==> config.mk <==
export PLATFORM = sky130hd
export DESIGN_NAME = nnis_ctrl
export DESIGN_NICKNAME = d
export VERILOG_FILES = /design/src/rtl/core/nnis_pkg.sv /design/src/rtl/core/nnis_ctrl.sv
export SDC_FILE = /design/constraint.sdc
export NUM_CORES = 1
export LEC_CHECK = 0
export ABC_AREA = 0
export BUFFER_PORTS_ARGS = -buffer_cell sky130_fd_sc_hd__buf_4
export CORE_AREA = 2 2 39 41
export DETAILED_ROUTE_END_ITERATION = 6
export DIE_AREA = 0 0 41 43
export PLACE_DENSITY = 0.42
export SETUP_SLACK_MARGIN = 0.05
export SLEW_MARGIN = 25
export SYNTH_ARGS = -nofsm -noshare
export SYNTH_HDL_FRONTEND = slang
export SYNTH_SLANG_ARGS = --single-unit
==> constraint.sdc <==
create_clock -name clk -period 2.9 [get_ports clk]
set_input_delay 0.29 -clock clk [delete_from_list [all_inputs] [get_ports clk]]
set_output_delay 0.29 -clock clk [all_outputs]
set_load 0.02 [all_outputs]
==> src/rtl/core/nnis_pkg.sv <==
// Package for the nearest-neighbor image scaler.
// Holds field widths, register and function codes, and the command and status types
// shared by the controller and the datapath. Depends on nothing.
package nnis_pkg;

    localparam int SIDE_W   = 9;           // source side register width
    localparam int FACTOR_W = 16;          // Q8.8 scale factor
    localparam int COORD_W  = 16;          // output coordinate width
    localparam int QUO_W    = COORD_W + 8; // quotient of (coord * 256) / factor
    localparam int IDX_W    = 18;          // sy * sw + sx with 9-bit sides
    localparam int CFG_IDX_W = 2;
    localparam int CFG_W     = 16;
    localparam int OUT_W     = 64;         // pixel_out, out_x, out_y

    localparam logic [CFG_IDX_W-1:0] CFG_SRC_WIDTH  = 2'd0;
    localparam logic [CFG_IDX_W-1:0] CFG_SRC_HEIGHT = 2'd1;
    localparam logic [CFG_IDX_W-1:0] CFG_SCALE      = 2'd2;

    localparam logic FUNC_LOAD    = 1'b0;
    localparam logic FUNC_REQUEST = 1'b1;

    typedef struct packed {
        logic load_wr;    // write the accepted pixel into the frame store
        logic size_en;    // latch clamped sides and output sizes
        logic div_start;  // launch both coordinate divisions
        logic coord_en;   // latch clamped source coordinates
        logic addr_en;    // latch frame store index
        logic rd_en;      // read the frame store
        logic out_load;   // load the output register, advance the scan
    } nnis_cmd_t;

    typedef struct packed {
        logic empty_hit;  // no output pixel remains at the scan position
        logic div_busy;   // coordinate division in progress
        logic out_free;   // output register can take a new result
    } nnis_status_t;

    // Clamp a side register to 1..max_side.
    function automatic logic [SIDE_W-1:0] clamp_side(input logic [SIDE_W-1:0] s,
                                                     input logic [SIDE_W:0] max_side);
        logic [SIDE_W-1:0] r;
        if (s == '0)
            r = SIDE_W'(1);
        else if ({1'b0, s} > max_side)
            r = SIDE_W'(max_side);
        else
            r = s;
        return r;
    endfunction

    // Output size floor(factor * side / 256), saturated; factor zero passes the side.
    function automatic logic [COORD_W-1:0] out_size(input logic [FACTOR_W-1:0] f,
                                                    input logic [SIDE_W-1:0] side);
        logic [FACTOR_W+SIDE_W-1:0] prod;
        logic [FACTOR_W+SIDE_W-9:0] scaled;
        logic [COORD_W-1:0] r;
        prod   = f * side;
        scaled = prod[FACTOR_W+SIDE_W-1:8];
        if (f == '0)
            r = COORD_W'(side);
        else if (scaled[FACTOR_W+SIDE_W-9])
            r = '1;
        else
            r = scaled[COORD_W-1:0];
        return r;
    endfunction

endpackage

==> src/rtl/core/nnis_ctrl.sv <==
// Controller state machine of the nearest-neighbor image scaler.
// Sequences one item at a time through the datapath; uses nnis_pkg.
module nnis_ctrl
    import nnis_pkg::*;
(
    input  logic         clk,
    input  logic         rst_n,
    input  logic         s_valid,
    input  logic         s_func,
    output logic         s_ready,
    input  nnis_status_t status,
    output nnis_cmd_t    cmd
);

    localparam logic [2:0] ST_IDLE  = 3'd0;
    localparam logic [2:0] ST_SIZE  = 3'd1;
    localparam logic [2:0] ST_CHECK = 3'd2;
    localparam logic [2:0] ST_DIV   = 3'd3;
    localparam logic [2:0] ST_COORD = 3'd4;
    localparam logic [2:0] ST_ADDR  = 3'd5;
    localparam logic [2:0] ST_READ  = 3'd6;
    localparam logic [2:0] ST_OUT   = 3'd7;

    logic [2:0] state_reg, state_next;

    always_comb
    begin
        state_next = state_reg;
        cmd        = '0;
        s_ready    = 1'b0;
        unique case (state_reg)
            ST_IDLE:
            begin
                s_ready = 1'b1;
                if (s_valid)
                begin
                    if (s_func == FUNC_REQUEST)
                        state_next = ST_SIZE;
                    else
                        cmd.load_wr = 1'b1;
                end
            end
            ST_SIZE:
            begin
                cmd.size_en = 1'b1;
                state_next  = ST_CHECK;
            end
            ST_CHECK:
            begin
                if (status.empty_hit)
                begin
                    state_next = ST_OUT;
                end
                else
                begin
                    cmd.div_start = 1'b1;
                    state_next    = ST_DIV;
                end
            end
            ST_DIV:
            begin
                if (!status.div_busy)
                    state_next = ST_COORD;
            end
            ST_COORD:
            begin
                cmd.coord_en = 1'b1;
                state_next   = ST_ADDR;
            end
            ST_ADDR:
            begin
                cmd.addr_en = 1'b1;
                state_next  = ST_READ;
            end
            ST_READ:
            begin
                cmd.rd_en  = 1'b1;
                state_next = ST_OUT;
            end
            ST_OUT:
            begin
                if (status.out_free)
                begin
                    cmd.out_load = 1'b1;
                    state_next   = ST_IDLE;
                end
            end
            default:
            begin
                state_next = ST_IDLE;
            end
        endcase
    end

    always_ff @(posedge clk or negedge rst_n)
    begin
        if (!rst_n)
            state_reg <= ST_IDLE;
        else
            state_reg <= state_next;
    end

endmodule

Word level (Yosys, flattened, before mapping)
Cells that the tools add are included.
- bits in registers: 3
- equality and inequality tests: 11
- mux-type cells: 18
- reduce and logical (&&, ||, !) cells: 2
- operator list (kind ; count):
    case mux 3 bit (8 select lines) ; 1
    2-to-1 mux 3 bit ; 5
    == test 3 bit, second input constant ; 4
    2-to-1 mux 1 bit ; 12
    != test 2 bit, second input constant ; 4
    == test 3 x 2 -> 1 bit, second input constant ; 2
    AND reduction 4 bit ; 1
    == test 3 x 1 -> 1 bit, second input constant ; 1
    zero test 3 bit ; 1

Longest topological paths before layout
Gate-level depths: netlist (run 1).
- depth in word-level cells: 3
- mapped depth: 4

Worst setup path after synthesis (run 1)
Ideal clock, no wire load.
- path kind: register -> output
- start point: register state_reg[0]
- end point: output port cmd[6] (netlist name)
- data arrival time: 1390 ps
- data required time: 2610 ps
- path slack: 1220 ps
- cell stages (with the launch flop): 4
- buffers on the path: 1
- cells stage by stage: dfrtp_1 -> buf_6 -> nor3_1 -> and3b_1
- RTL lines (item ; line ; text):
    start, declared ; nnis_ctrl.sv:24 ; logic [2:0] state_reg, state_next;
    start signal, assigned ; nnis_ctrl.sv:100 ; state_reg <= state_next;
    end, declared ; nnis_ctrl.sv:12 ; output nnis_cmd_t cmd

==> impl_summary.md, run 1 <==
Run status
The flow ran to the end, and the final reports show no timing, DRC or antenna violations.

Clock network
Clock tree synthesis inserted a total of 3 buffers. The clock drives 3 sinks. The TritonCTS clock tree is built. Clock-pin slew was measured on the worst setup and hold paths at 0.04 ns. The cell sitting at the root of the clock tree is a sky130_fd_sc_hd__clkbuf_4. The number of levels the H-tree was split into is 1.

Clock latency on the worst-skew pair, taken at its later pin, is 0.23 ns. The buffer levels on the longest clock path is 2.

Routing
The final route contains 246 vias. The count of TritonRoute iterations in the first routing pass is 1. After detailed routing, the total wire length is 666 um. The count of unresolved DRC violations after routing is 0. The number of DRC violations after detailed-routing iteration 0 is 0. The remaining number of nets flagged by the antenna check after routing is 0. In the routed layout, each cell is associated on average with a via count of 4.17. The per-cell routed wire length is 11.3 um.

Power and ir drop
Summed over all cells, the static leakage comes to 0.184 nW. The maximum vdd drop is 0.203 mV. The power density over the cells is 1000 nW/um^2.

Hold path
The min-delay analysis places its worst path in the category in -> reg. The worst hold path depth is 3.

Layout
The flip-flop count of the largest register after layout is 3. The library cell used most frequently in the layout, excluding fill and tap cells, is sky130_fd_sc_hd__buf_4. The final layout contains 51 nets.

From synthesis to final layout, the design area changed by 54.6%. The proportion of layout cells with a drive suffix above 1 is 51.2%. In the layout the commonest cells are 14 x sky130_fd_sc_hd__buf_4, 4 x sky130_fd_sc_hd__nor2_1, 3 x sky130_fd_sc_hd__clkbuf_4, 3 x sky130_fd_sc_hd__dfrtp_1. The finished layout holds 59 standard cells, fillers aside. The antenna diode count is 0.

The layout filler cell count is 159.

Timing
The headroom to the max-slew limit is 76.5%. The count of pins over their slew limit is 0. The shortest clock period the worst path allows after layout is 1.57 ns.

The transition at the pin with the smallest max-transition slack is 0.352 ns. The final-report setup violation count is 0. The highest achievable clock rate is 638 MHz.

Setup repair after global routing left no endpoint under its margin. Dividing the final minimum period by the clock period gives 54.0%. The worst clock skew on the final layout is 0.00205 ns. Setup total negative slack on the finished layout was measured at 0 ns.

The number of endpoints with negative hold slack in the final report is 0.

Floorplan
The number of I/O pins is 15. In this run the vertical extent of the chip is 43 um. The die area is 1760 um^2. The region available for standard cell placement spans 1380 um^2.

The floorplan has 14 rows. Once the floorplan was initialized, standard cells occupied 17.7% of the core. The horizontal die dimension is 41 um.

Synth
After synthesis, flip-flops and latches occupy 30.6% of the total area. The number of warnings issued by yosys is 0. A synthesized cell averages 9.08 um^2. The number of different library cells in the post-synthesis netlist is 17. Counting every instance in the synthesized netlist gives 27. When the netlist entered floorplanning its net count stood at 34. The summed instance area of the synthesized netlist is 245 um^2. In this run, synthesis produced a sequential element count of 3.

Critical path
The category of the most critical setup path is reg -> out. The critical path goes through nor3_1 -> and3b_1 -> buf_4. At the worst endpoint, the arrival time is 1.28 ns. The slowest stage of the critical path is the sky130_fd_sc_hd__dfrtp_1 cell. The largest stage delay on the critical path is 0.48 ns. STA puts the critical path data required time at 2.61 ns.

The endpoint class of the critical path is an output pin. STA classifies the critical path startpoint as a register. The peak fanout along the critical path is 11. The logic depth of the worst register-to-register path is 3.

Global routing
The global-route wire length before repair is 1030 um. The initial antenna violation count came to 0. Entering global routing, the biggest net connects 13 pins. The number of global-route vias before repair is 252. The remaining global-route overflow is 0. The total routing resource utilization after global routing is 9.14%.

Place
The final weighted congestion in routability-driven placement is 0.738. The number of I/O port buffers is 14. The sum of net half-perimeters after detailed placement is 481 um. The number of cells after detailed placement is 54.

Job
Across the run, the number of max-cap violations was 0.
[final cells by class]
class	count	area [um^2]	share of cell area (%)
clock buffer	4	26.3	6.93
multi-input combinational	21	143	37.6
sequential	3	75.1	19.8
tap	16	20.0	5.28
timing repair buffer	15	115	30.4
[kinds of logic after synthesis]
logic type             after synthesis  share of synthesized area [%]
AND/OR/NAND/NOR                     17                           48.5
flip-flops                           3                           30.6
AO/OA/AOI/OAI                        4                           9.69
buffers and inverters                3                           11.2
[worst max-delay path, delay by kind of cell, from the launching register on]
family                 cells  cell delay, ns
buffers and inverters      1            0.13
flip-flops                 1            0.48
AND/OR/NAND/NOR            2            0.43
[power breakdown]
part | internal [mW] | switching (mW) | total [mW]
registers | 0.0619 | 0.0527 | 0.115
logic | 0.105 | 0.0848 | 0.190
clock network | 0.0517 | 0.0234 | 0.0751
[path summary, 6_finish.rpt]
check | startpoint | to | slack [ns]
max | state_reg[0] | cmd[6] | 1.33
min | status[2] | state_reg[2] | 0.37
max reg2reg | state_reg[0] | state_reg[2] | 1.74
min reg2reg | state_reg[0] | state_reg[0] | 0.65
max in group asynchronous | rst_n | state_reg[2] | 2.42
min in group asynchronous | rst_n | state_reg[0] | 0.38
[per-stage QoR]
| stage | hold slack (ns) | power [mW] | area, um^2 | util [%] | setup slack [ns] |
|---|---|---|---|---|---|
| after floorplan | -0.00559 | 0.265 | 245 | - | 1.22 |
| after global placement | 0.0810 | 0.302 | 343 | 24.8 | 1.60 |
| after detailed placement | 0.0822 | 0.306 | 343 | 24.8 | 1.59 |
| after CTS | 0.373 | 0.389 | 379 | 27.4 | 1.32 |
| after global routing | 0.377 | 0.412 | 379 | 27.4 | 1.21 |
| final | 0.373 | 0.380 | 379 | 27.4 | 1.33 |
[repair_timing]
action,in CTS,in global routing
endpoints found under the hold margin,3,0
hold buffers,1,0
setup buffers,0,0
resized for setup,0,0
[metal layers]
metal / vias up / wire, um / GRT usage (%) / part of all wire (%)
li1: 124 / - / - / -
met1: 113 / 299 / 11.9 / 45
met2: 7 / 319 / 11.3 / 48
met3: 2 / 38 / 0 / 5.7
met4: 0 / 9 / 12.0 / 1.4
met5: - / 0 / 0 / 0
[cell usage after synthesis]
library cell                n  area (um^2)
sky130_fd_sc_hd__and2_1     1         6.26
sky130_fd_sc_hd__and3b_2    2         20.0
sky130_fd_sc_hd__and3b_1    1         8.76
sky130_fd_sc_hd__nor4b_1    1         8.76
sky130_fd_sc_hd__o21ai_0    1         5.00
sky130_fd_sc_hd__buf_6      2         22.5
sky130_fd_sc_hd__buf_2      1         5.00
sky130_fd_sc_hd__nand2_1    2         7.51
sky130_fd_sc_hd__nor2b_4    1         13.8
sky130_fd_sc_hd__a21oi_1    2         10.0
sky130_fd_sc_hd__and2_4     1         8.76
sky130_fd_sc_hd__nor2_1     4         15.0
sky130_fd_sc_hd__nor3b_1    1         7.51
sky130_fd_sc_hd__dfrtp_1    3         75.1
sky130_fd_sc_hd__nor3_1     2         10.0
sky130_fd_sc_hd__nor4_2     1         12.5
sky130_fd_sc_hd__a2bb2oi_1  1         8.76
Note: power is estimated with default switching activity, not from simulation.
==> run 2, diff against run 1 <==
- clock period: 2.9 -> 1.5 ns (I/O delays scaled with it)
==> impl_summary.md, run 2 (same netlist as run 1, synthesis figures left out) <==
Layout
Cells with a size suffix above 1 make up 60.5% of the layout. The number of nets at the end of the flow is 51. The layout has 154 filler cells. At the end of the flow the core is filled with cells to 28.4%. The final non-filler cell area is 393 um^2. The most common library cell in the layout ignoring fill and taps is sky130_fd_sc_hd__buf_4.

From synthesis to final layout, the design area changed by 60.2%. The flip-flop count of the largest register after layout is 3. In the layout the commonest cells are 14 x sky130_fd_sc_hd__buf_4, 4 x sky130_fd_sc_hd__nor2_1, 3 x sky130_fd_sc_hd__clkbuf_4.

The antenna diode count is 0.

Clock network
TritonCTS built the clock tree. After clock tree synthesis, the clock-pin slew on the worst setup and hold paths is 0.03 ns. Buffers added to address setup during post-CTS repair amount to 0. The clock reaches the later pin of the worst-skew pair after 0.23 ns. The buffer levels on the longest clock path is 2. The number of levels the H-tree was split into is 1. The number of sinks handled by clock tree synthesis is 3. The CTS buffer count is 3. The root buffer selected by CTS is sky130_fd_sc_hd__clkbuf_4.

Floorplan
The floorplan row count is 14. The die area is 1760 um^2. In this run the count of I/O pins placed on the die edge is 15. The die is 41 um wide. The starting density of the core is 17.7%. Measured along the y axis, the die boundary spans 43 um. The region available for standard cell placement spans 1380 um^2.

Power and ir drop
The share of total power in the clock network is 18.8%. Power spread over the standard cell area amounts to 1890 nW/um^2. The logic gate share of total power is 50.3%. The leakage power is 0.185 nW. The maximum vdd drop is 0.656 mV. The part of the power in registers is 30.9%. Cell internal power was estimated by the tool at 0.433 mW.

In this run switching power makes up 41.6% of total power. The net load switching power is 0.308 mW.

Global routing
The first global-routing pass estimated 959 um of wire. The remaining global-route overflow is 0. The initial antenna violation count came to 0. The number of global-route vias before repair is 229.

The total routing resource utilization after global routing is 9.05%. The pin count of the biggest net entering global routing is 13.

Routing
After detailed routing, the number of vias per cell comes to 4.36. After detailed routing, the average wire length per cell comes to 10.0 um. For this run, design rule violations remaining after detail routing come to 0. The first detailed-routing pass ran for 4 iterations. After detailed routing, the total wire length is 592 um. The number of DRC violations after detailed-routing iteration 0 is 6. For this block, the via count after detailed routing is 257. The remaining number of nets flagged by the antenna check after routing is 0.

Run status
The run finished with clean final reports.

Timing
Setup violations remaining at the end of the flow were counted as 0. The headroom to the max-slew limit is 76.6%. The worst clock skew on the final layout is 0.000504 ns.

The count of pins over their slew limit is 0. Setup repair after global routing could not meet its margin everywhere. After layout, the worst path uses 92.5% of the clock period. The transition at the pin with the smallest max-transition slack is 0.352 ns. The number of endpoints with negative hold slack in the final report is 0. The highest achievable clock rate is 721 MHz. For the final routed database, the setup TNS stands at 0 ns.

The shortest clock period the worst path allows after layout is 1.39 ns. Final hold analysis gives a worst-case slack of 0.251 ns.

Critical path
The startpoint of the most critical setup path is state_reg[2]. By startpoint and endpoint, the worst setup path is classified as reg -> out. The kind of cell with the highest combined delay along the critical path is flip-flops. In this design, the stage delay of the slowest critical-path cell is 0.54 ns.

In this run the worst path has a maximum fanout of 12. The worst setup path is captured at an output pin. STA classifies the critical path startpoint as a register.

The worst register-to-register path has a setup slack of 0.36 ns. Traced cell by cell, the critical path runs through nand2_1 -> nor2b_4 -> buf_4. The number of buffers and inverters on the critical path is 1.

The arrival time reported for the critical path endpoint is 1.24 ns. In this run the critical register-to-register path is launched from state_reg[0]. The required arrival time at the worst endpoint is 1.35 ns. On the critical path, the stage with the largest delay is an instance of sky130_fd_sc_hd__dfrtp_1.

Place
The sum of net half-perimeters after detailed placement is 461 um. Routability-driven placement finished with a final weighted congestion of 0.689. In this run the cell area measured after placement is 348 um^2.

During placement, the flow inserted port buffers numbering 14.

Hold path
The type of the most critical hold path is in -> async.

Job
Max-cap violations in this run came to 0.
## run 2: cell types whose count changed in the layout (fill, tap and decap cells not counted)
cell,before,now
sky130_fd_sc_hd__dfrtp_2,0,2
sky130_fd_sc_hd__nor4b_1,1,0
sky130_fd_sc_hd__nor3_1,2,1
sky130_fd_sc_hd__nor4b_2,0,1
sky130_fd_sc_hd__nor3_2,0,1
sky130_fd_sc_hd__dfrtp_1,3,1
## run 2: path summary, 6_finish.rpt
path	to	cells past startpoint
max reg2reg	state_reg[2]	3
min	state_reg[1]	2
min in group clk	state_reg[2]	4
max in group asynchronous	state_reg[0]	2
min reg2reg	state_reg[0]	1
max	cmd[0]	3
## run 2: final cells by class
class | count | area, um^2 | share of cell area [%]
tap | 16 | 20.0 | 5.10
timing repair buffer | 15 | 115 | 29.3
clock buffer | 4 | 26.3 | 6.69
sequential | 3 | 77.6 | 19.7
multi-input combinational | 21 | 154 | 39.2
## run 2: metrics by stage
step	std cells	setup WS, ns	total power, mW
after floorplan	27	0.0387	0.520
after global placement	54	0.358	0.586
after detailed placement	54	0.326	0.591
after CTS	59	0.0987	0.739
after global routing	59	0.0383	0.805
final	59	0.113	0.741
## run 2: what timing repair did
item | in CTS | in global routing
endpoints found under the setup margin | 0 | 2
endpoints found under the hold margin | 3 | 0
gates resized for setup | 0 | 3
hold buffers | 1 | 0
## run 2: power groups by stage
stage	Combinational [mW]	Clock, mW	Sequential (mW)
finish	0.373	0.140	0.229
global route	0.408	0.153	0.243
floorplan	0.377	0	0.143
global placement	0.369	0	0.217
detailed placement	0.369	0	0.222
CTS	0.375	0.144	0.220
## run 2: routing by layer
layer	share of wire (%)	track usage (%)	vias up
li1	-	-	126
met1	37	8.74	115
met4	3.7	10.0	0
met3	11	5.76	2
met5	0	0	-
met2	49	11.6	14
==> run 3, diff against run 2 <==
- ABC_CLOCK_PERIOD_IN_PS: unset -> 1500
- REMOVE_ABC_BUFFERS: unset -> 1
==> impl_summary.md, run 3 (same netlist as run 1, synthesis figures left out) <==
Routing
The wire length after detailed routing is 629 um. After detailed routing, the average wire length per cell comes to 10.7 um. The count of unresolved DRC violations after routing is 0.

The number of DRC violations after detailed-routing iteration 0 is 3. The total via count after detailed routing is 244. The remaining number of nets flagged by the antenna check after routing is 0.

The ratio of routed vias to standard cells is 4.14. The count of TritonRoute iterations in the first routing pass is 4.

Timing
The final critical-path share of the clock period is 92.9%. The final-report setup violation count is 0. The highest achievable clock rate is 718 MHz. The worst clock skew on the final layout is 0.000904 ns. The count of pins over their slew limit came to 0. The number of endpoints with negative hold slack in the final report is 0.

After layout, the minimum clock period comes to 1.39 ns. Once routing completed, OpenROAD measured the worst setup slack at 0.106 ns. Setup repair after global routing could not meet its margin everywhere.

The worst hold-check slack is 0.230 ns. The worst pin sits at a relative slew slack of 81.0%. For the pin with the worst max-slew slack, the measured transition is 0.282 ns. After routing, the total negative slack on setup checks comes to 0 ns.

Clock network
The number of setup buffers added after CTS is 0. The clock passes through at most 2 buffers. The tree built by TritonCTS fans out to 3 sinks. The root buffer selected by CTS is sky130_fd_sc_hd__clkbuf_4. The TritonCTS clock tree is built. The CTS buffer count is 3. Clock-pin slew was measured on the worst setup and hold paths at 0.04 ns. The insertion delay to the later sink of the worst-skew pair is 0.23 ns. In this run the number of H-tree levels came out at 1.

Place
During placement, the flow inserted port buffers numbering 14. The final weighted congestion in routability-driven placement is 0.689. Timing analysis after detailed placement gives a worst setup slack of 0.295 ns. Detailed placement ended at an HPWL of 452 um.

Layout
In the layout the commonest cells are 14 x sky130_fd_sc_hd__buf_4, 4 x sky130_fd_sc_hd__nor2_1, 3 x sky130_fd_sc_hd__clkbuf_4, 3 x sky130_fd_sc_hd__dfrtp_2. The layout filler cell count is 149. The library cell used most frequently in the layout, excluding fill and tap cells, is sky130_fd_sc_hd__buf_4. The sequential cells in the finished layout cover a total of 78.8 um^2.

The flip-flop count of the largest register after layout is 3. Compared with the post-synthesis result, the final layout area differs by 60.7%. The proportion of layout cells with a drive suffix above 1 is 62.8%. In the final design database the tool counted 51 nets.

The multi-input combinational cells in the finished layout cover a total of 154 um^2. The antenna diode count is 0.

Hold path
The type of the most critical hold path is in -> reg.

Floorplan
The die boundary height is 43 um. The area of the placeable core is 1380 um^2. For this configuration, the core starts out at a cell density of 17.7%.

15 I/O pins were placed. The floorplan row count is 14. The horizontal die dimension is 41 um.

The die area is 1760 um^2.

Power and ir drop
The maximum vdd drop is 0.744 mV. The total design power is 0.753 mW. For this design the ratio of total power to cell area is 1910 nW/um^2.

The leakage power is 0.184 nW.

Critical path
The peak fanout along the critical path is 9. Setup slack on the worst reg-to-reg path comes out at 0.37 ns. The category of the most critical setup path is reg -> out. The required arrival time at the worst endpoint is 1.35 ns. The arrival time reported for the critical path endpoint is 1.24 ns. STA classifies the critical path endpoint as an output pin. The worst setup path is launched from a register.

Job
The total of max-cap violations is 0.

Global routing
The initial antenna violation count is 0. Entering global routing, the biggest net connects 13 pins. The total routing resource utilization after global routing is 8.95%. The first global-routing pass estimated 1050 um of wire. The number of global-route vias before repair is 258.

The remaining global-route overflow is 0.

Run status
The flow ran to the end, and the final reports show no timing, DRC or antenna violations.
run 3: changes by cell type in the layout (fill, tap and decap cells not counted):
| cell | previous run | this run |
|---|---|---|
| sky130_fd_sc_hd__dfrtp_2 | 2 | 3 |
| sky130_fd_sc_hd__dfrtp_1 | 1 | 0 |
run 3: final timing paths:
kind / cells past startpoint / from / end
setup / recovery: 3 / state_reg[1] / cmd[6]
hold / removal: 3 / status[2] / state_reg[2]
setup reg to reg: 3 / state_reg[0] / state_reg[2]
hold reg to reg: 1 / state_reg[0] / state_reg[0]
max in group asynchronous: 2 / rst_n / state_reg[0]
min in group asynchronous: 2 / rst_n / state_reg[1]
run 3: worst max-delay path, cell delays in order, from the launching register on:
cell                      delay [ns]
sky130_fd_sc_hd__dfrtp_2        0.46
sky130_fd_sc_hd__nor3_2         0.22
sky130_fd_sc_hd__and3b_1        0.19
sky130_fd_sc_hd__buf_4          0.14
run 3: where the power goes:
part | leakage, nW | internal (mW) | switching [mW] | total [mW]
combinational | 0.139 | 0.208 | 0.163 | 0.371
clock | 0.0150 | 0.0998 | 0.0440 | 0.144
sequential | 0.0301 | 0.128 | 0.110 | 0.238
run 3: through the flow:
stage | instances | instance area [um^2] | utilization [%]
6_report | 59 | 394 | 28.5
3_3_place_gp | 54 | 343 | 24.8
3_5_place_dp | 54 | 343 | 24.8
4_1_cts | 59 | 390 | 28.2
2_1_floorplan | 24 | 218 | -
5_1_grt | 59 | 394 | 28.5
run 3: cell type report:
type	count	area share [%]
flip-flops and latches	3	20.0
clock buffers	4	6.67
multi-input cells	21	39.0
repair buffers	15	29.2
well taps	16	5.08
run 3: per-layer routing:
metal | global-route usage [%] | wire length [um] | vias to the layer above
li1 | - | - | 126
met3 | 4.71 | 35 | 0
met4 | 4.00 | 0 | 0
met5 | 0 | 0 | -
met2 | 12.8 | 322 | 8
met1 | 10.7 | 272 | 110
run 3: what timing repair did:
item / 4_1_cts / 5_1_grt
setup endpoints to repair: 2 / 4
resized for setup: 2 / 3
endpoints found under the hold margin: 3 / 0
hold buffers: 1 / 0
